$ cat src/design/qte_pkg.sv
// Shared types, widths and constants for the quaternion to Euler angle pipeline.
// No dependencies; every other design file imports this package.
`default_nettype none
package qte_pkg;

  localparam int CORDIC_STAGES_DEF = 16;
  localparam int ANGLE_BITS_DEF    = 16;

  localparam int IN_W  = 16;   // Q1.15 quaternion parts
  localparam int OUT_W = 16;   // angle ports
  localparam int PW    = 32;   // exact Q2.30 products
  localparam int XW    = 36;   // CORDIC vector width, with room for gain and rotation
  localparam int ZW    = 34;   // accumulated angle, pi = 2^31
  localparam int SW    = 32;   // saturated sine argument, signed, holds plus one exactly
  localparam int NW    = 62;   // square root operand and working value

  localparam int SQRT_STEPS   = 31;
  localparam int FRONT_STAGES = 4;
  localparam int TAB_LEN      = 24;

  localparam int LANES      = 3;
  localparam int LANE_YAW   = 0;
  localparam int LANE_PITCH = 1;
  localparam int LANE_ROLL  = 2;

  localparam logic signed [XW-1:0] ONE_Q30 = XW'(64'sd1073741824);
  localparam logic signed [ZW-1:0] HALF_PI = ZW'(64'sd1073741824);

  typedef struct packed {
    logic signed [XW-1:0] yaw_y;
    logic signed [XW-1:0] yaw_x;
    logic signed [XW-1:0] rol_y;
    logic signed [XW-1:0] rol_x;
    logic signed [SW-1:0] s;
    logic                 clip;
  } front_t;

  typedef struct packed {
    logic signed [XW-1:0] x;
    logic signed [XW-1:0] y;
  } vec_t;

  typedef struct packed {
    logic clip;
    logic czero;
    logic neg;
  } pflag_t;

  // atan(2^-i) scaled so that pi = 2^31.
  function automatic logic signed [ZW-1:0] atan_entry(input int i);
    logic signed [ZW-1:0] v;
    case (i)
      0:  v = ZW'(64'sd536870912);
      1:  v = ZW'(64'sd316933406);
      2:  v = ZW'(64'sd167458907);
      3:  v = ZW'(64'sd85004756);
      4:  v = ZW'(64'sd42667331);
      5:  v = ZW'(64'sd21354465);
      6:  v = ZW'(64'sd10679838);
      7:  v = ZW'(64'sd5340245);
      8:  v = ZW'(64'sd2670163);
      9:  v = ZW'(64'sd1335087);
      10: v = ZW'(64'sd667544);
      11: v = ZW'(64'sd333772);
      12: v = ZW'(64'sd166886);
      13: v = ZW'(64'sd83443);
      14: v = ZW'(64'sd41722);
      15: v = ZW'(64'sd20861);
      16: v = ZW'(64'sd10430);
      17: v = ZW'(64'sd5215);
      18: v = ZW'(64'sd2608);
      19: v = ZW'(64'sd1304);
      20: v = ZW'(64'sd652);
      21: v = ZW'(64'sd326);
      22: v = ZW'(64'sd163);
      23: v = ZW'(64'sd81);
      default: v = '0;
    endcase
    return v;
  endfunction

endpackage
`default_nettype wire

$ cat src/design/qte_isqrt.sv
// Pipelined integer square root, one result bit per register stage, with a
// side word carried alongside. Uses qte_pkg.
`default_nettype none
module qte_isqrt import qte_pkg::*; #(
  parameter int SIDE_W = 1
) (
  input  wire logic              clk,
  input  wire logic              rst,
  input  wire logic              in_valid,
  input  wire logic [NW-1:0]     in_n,
  input  wire logic [SIDE_W-1:0] in_side,
  output logic                   out_valid,
  output logic [SW-1:0]          out_root,
  output logic [SIDE_W-1:0]      out_side
);

  logic              vld  [SQRT_STEPS+1];
  logic [NW-1:0]     rem  [SQRT_STEPS+1];
  logic [NW-1:0]     res  [SQRT_STEPS+1];
  logic [SIDE_W-1:0] side [SQRT_STEPS+1];

  assign vld[0]  = in_valid;
  assign rem[0]  = in_n;
  assign res[0]  = '0;
  assign side[0] = in_side;

  for (genvar k = 0; k < SQRT_STEPS; k++) begin : g_step
    localparam logic [NW-1:0] BIT = NW'(1) << (2 * (SQRT_STEPS - 1 - k));
    logic [NW-1:0] trial;
    logic [NW-1:0] rem_next, res_next;

    always_comb begin
      trial = res[k] + BIT;
      if (rem[k] >= trial) begin
        rem_next = rem[k] - trial;
        res_next = (res[k] >> 1) + BIT;
      end else begin
        rem_next = rem[k];
        res_next = res[k] >> 1;
      end
    end

    always_ff @(posedge clk) begin
      if (rst) begin
        vld[k+1] <= 1'b0;
      end else begin
        vld[k+1] <= vld[k];
      end
    end

    always_ff @(posedge clk) begin
      rem[k+1]  <= rem_next;
      res[k+1]  <= res_next;
      side[k+1] <= side[k];
    end
  end

  assign out_valid = vld[SQRT_STEPS];
  assign out_root  = SW'(res[SQRT_STEPS]);
  assign out_side  = side[SQRT_STEPS];

endmodule
`default_nettype wire

$ cat config.mk
export PLATFORM = sky130hd
export DESIGN_NAME = qte_isqrt
export DESIGN_NICKNAME = d
export VERILOG_FILES = /design/src/design/qte_pkg.sv /design/src/design/qte_isqrt.sv
export SDC_FILE = /design/constraint.sdc
export NUM_CORES = 2
export LEC_CHECK = 0
export BUFFER_PORTS_ARGS = -buffer_cell sky130_fd_sc_hd__buf_2
export CAP_MARGIN = 20
export CORE_MARGIN = 2
export CORE_UTILIZATION = 65
export CTS_BUF_LIST = sky130_fd_sc_hd__clkbuf_4 sky130_fd_sc_hd__clkbuf_8
export CTS_CLUSTER_SIZE = 8
export DETAILED_ROUTE_END_ITERATION = 8
export PLACE_DENSITY = 0.85
export SETUP_SLACK_MARGIN = 0.3
export SLEW_MARGIN = 20
export SYNTH_ARGS = -nofsm -noshare
export SYNTH_HDL_FRONTEND = slang
export SYNTH_SLANG_ARGS = --single-unit
export TNS_END_PERCENT = 1
$ cat constraint.sdc
create_clock -name clk -period 6.7 [get_ports clk]
set_input_delay 1.005 -clock clk [delete_from_list [all_inputs] [get_ports clk]]
set_output_delay 1.005 -clock clk [all_outputs]
set_load 0.01 [all_outputs]
==> results by group <==
Status
  – Outcome: completed

Place
  – Placed inst area: 93700 um2
  – Placed Cells incl. Taps: 11.0k
  – Routability cong.: 0.984
  – Pre-CTS WS: 2.66 ns
  – Port Buf Inserts: 98
  – Hpwl dp: 172000 um

Pwr
  – Switching portion of total power: 0.338
  – Sequential share of power: 0.472
  – Clock power share: 0.271
  – Switch Pwr: 14.7 mW
  – Int Pwr: 28.9 mW
  – Leak: 46.2 nW
  – Logic pwr share: 0.257
  – Pwr dens: 432 nW/um2
  – Max VDD drop: 0.360 mV

Global route
  – Pin count of the biggest net entering global routing: 57
  – Number of global-route vias before repair: 68.5k
  – Initial antenna violation count: 16
  – Gr ovfl total: 0
  – First-pass GRT wire length: 370000 um
  – All-Layer GR Usage: 0.326

Hold path
  – Hold Crit Class: input port to flip-flop
  – Hold Crit Start: in_n[40]

STA
  – Final number of max-transition violations: 0
  – Slew @ Worst Pin: 1.15 ns
  – Fin Hold WS: 0.0716 ns
  – Finish-stage setup viols: 0
  – Worst slew margin: 0.229
  – Setup TNS: 0 ns
  – Final Hold Vio Count: 0
  – Clk_skew: 0.110 ns
  – Final min period: 4.08 ns
  – Tcrit/Tclk final: 0.609
  – Final worst slack: 2.62 ns
  – RSZ-0062 raised after global routing: false
  – F_max: 245 MHz

Drt
  – Post-Route WL: 238000 um
  – DR vias: 68.9k
  – DR vias/cell: 5.97
  – Antenna viol nets, final: 0
  – Routed len/inst: 20.7 um
  – Detailed Routing Iterations Pass 1: 6
  – Initial DRC Count: 5875
  – Residual DRC: 0

CTS
  – Num CTS Buffers: 381
  – CTS resizes: 0
  – Clk_lat worst skew: 1.03 ns
  – Clock Tree Buf Depth: 4
  – Setup Buffers After CTS: 0
  – CTS clk-pin slew, worst paths: 0.06 ns
  – Clock tree from TritonCTS: yes
  – CTS Root Cell: clkbuf_8
  – CTS sink count: 2418
  – # H-tree levels: 5
  – Hold Buf Count CTS: 25

Floorplan
  – Die W: 379 um
  – Starting density of the core: 0.654
  – Std cell rows: 137
  – Ports: 100
  – Die height: 379 um
  – CORE AREA: 139000 um2
  – Die area: 143000 um2

Critical path
  – Crit. End Element: flip-flop
  – WP data arrival: 5.00 ns
  – CP Launch Type: flip-flop
  – FF-to-FF Start: res[534]
  – Critical-path maximum fanout: 55
  – Crit. Startpoint: res[534]
  – Setup CP Type: flip-flop to flip-flop
  – Critical Path RT: 7.62 ns

Synth
  – Asr flop ratio synth: 0
  – Leading area contributor after synthesis: dfxtp_1
  – Syn nets: 9722
  – Top cell type's share of synthesized area: 0.531
  – Commonest cells post-synth: dfxtp_1, inv_1, nor2_1
  – Synthesis Warnings: 0
  – Top-count cell post-synth: dfxtp_1
  – #FFs+latches synth: 2418
  – Post-synthesis sequential area ratio: 0.531
  – Synth Flop Type: dfxtp_1
  – Main area contributors after synthesis: dfxtp_1, ha_1, xnor2_1, xor2_1, a21oi_1
  – Mapped Cells: 9131
  – Post-Syn Area: 91200 um2
  – Syn_area_per_cell: 9.99 um2
  – EDFF count, synth: 0
  – Netlist cell types: 86

Cells and area
  – Final instance area: 101000 um2
  – Final non-filler cell total: 11.5k
  – Filler cells: 9626
  – Area grow syn2layout: 10.5%
  – Layout cells sized above 1: 0.0868
  – Final #Nets: 10.1k

Job
  – Max-Cap Viols: 0
-- routing by layer --
metal | up-vias | GRT usage | wire [um]
met5 | - | 0 | 13
met2 | 2765 | 0.547 | 113000
met1 | 32800 | 0.410 | 99500
li1 | 32500 | - | -
met3 | 744 | 0.0617 | 16500
met4 | 2 | 0.138 | 9450
-- per-stage QoR --
stage	utilization	total power, mW
floorplan	-	28.0
CTS	0.723	43.4
global placement	0.672	31.2
global route	0.723	45.7
finish	0.723	43.6
detailed placement	0.672	31.6
-- placed cells by master (no fill, tap or decap), types with 98 or more instances in the layout --
cell      count
dfxtp_1    2418
inv_1       651
nor2_1      624
nand2_1     571
a21oi_1     544
ha_1        525
xnor2_1     431
clkbuf_8    429
o21ai_0     418
xor2_1      386
nor4_1      308
nor3_1      240
a21o_1      191
nand3_1     173
nand4_1     148
nand2b_1    101
buf_2        98
-- power groups by stage --
stage	logic [mW]	clock network [mW]	registers, mW
final	11.2	11.8	20.6
after global routing	12.3	12.5	20.8
after CTS	11.0	11.9	20.5
after detailed placement	10.8	0	20.8
after global placement	10.5	0	20.7
after floorplan	8.54	0	19.5
-- critical path, cell delays in order, from the launching register on --
cell	delay [ns]
dfxtp_1	0.35
inv_1	0.05
ha_1	0.36
nand2b_1	0.24
or4b_2	0.79
or3_1	0.39
nor3_1	0.22
a211oi_1	0.11
o41a_1	0.16
buf_4	0.29
a2111o_1	0.47
nor4b_1	0.39
xor2_1	0.18
-- cell type report --
| type | count | area, um2 | share of cell area |
|---|---|---|---|
| diodes | 11 | 27.5 | 0.000273 |
| clock buffers | 522 | 6600 | 0.0655 |
| clock inverters | 23 | 250 | 0.00248 |
| inverters | 653 | 2450 | 0.0243 |
| multi-input cells | 5890 | 39800 | 0.395 |
| flip-flops and latches | 2418 | 48400 | 0.480 |
| well taps | 1876 | 2350 | 0.0233 |
| repair buffers | 148 | 928 | 0.00921 |
-- kinds of logic after synthesis --
kind of cell / count (synthesis) / synth area share
AO/OA/AOI/OAI: 1701 / 0.116
XOR/XNOR: 817 / 0.0785
adder cells (fa/ha/maj): 525 / 0.0720
buffers and inverters: 823 / 0.0340
flip-flops: 2418 / 0.531
multiplexers: 98 / 0.0120
other: 1 / 0.0000411
AND/OR/NAND/NOR: 2748 / 0.157
-- worst paths after layout --
path / slack (ns) / depth (start not counted) / end
hold / removal: 0.07 / 1 / rem[1900]
setup / recovery: 2.62 / 12 / rem[478]
hold reg to reg: 0.26 / 0 / side[11]
setup reg to reg: 2.62 / 12 / rem[478]
-- state kept, by name (all words and copies together) (netlist names) --
register	flops
out_side	1
side	30
vld	30
out_root	31
out_valid	1
rem	1860
res	465
Note: power is estimated with default switching activity, not from simulation.
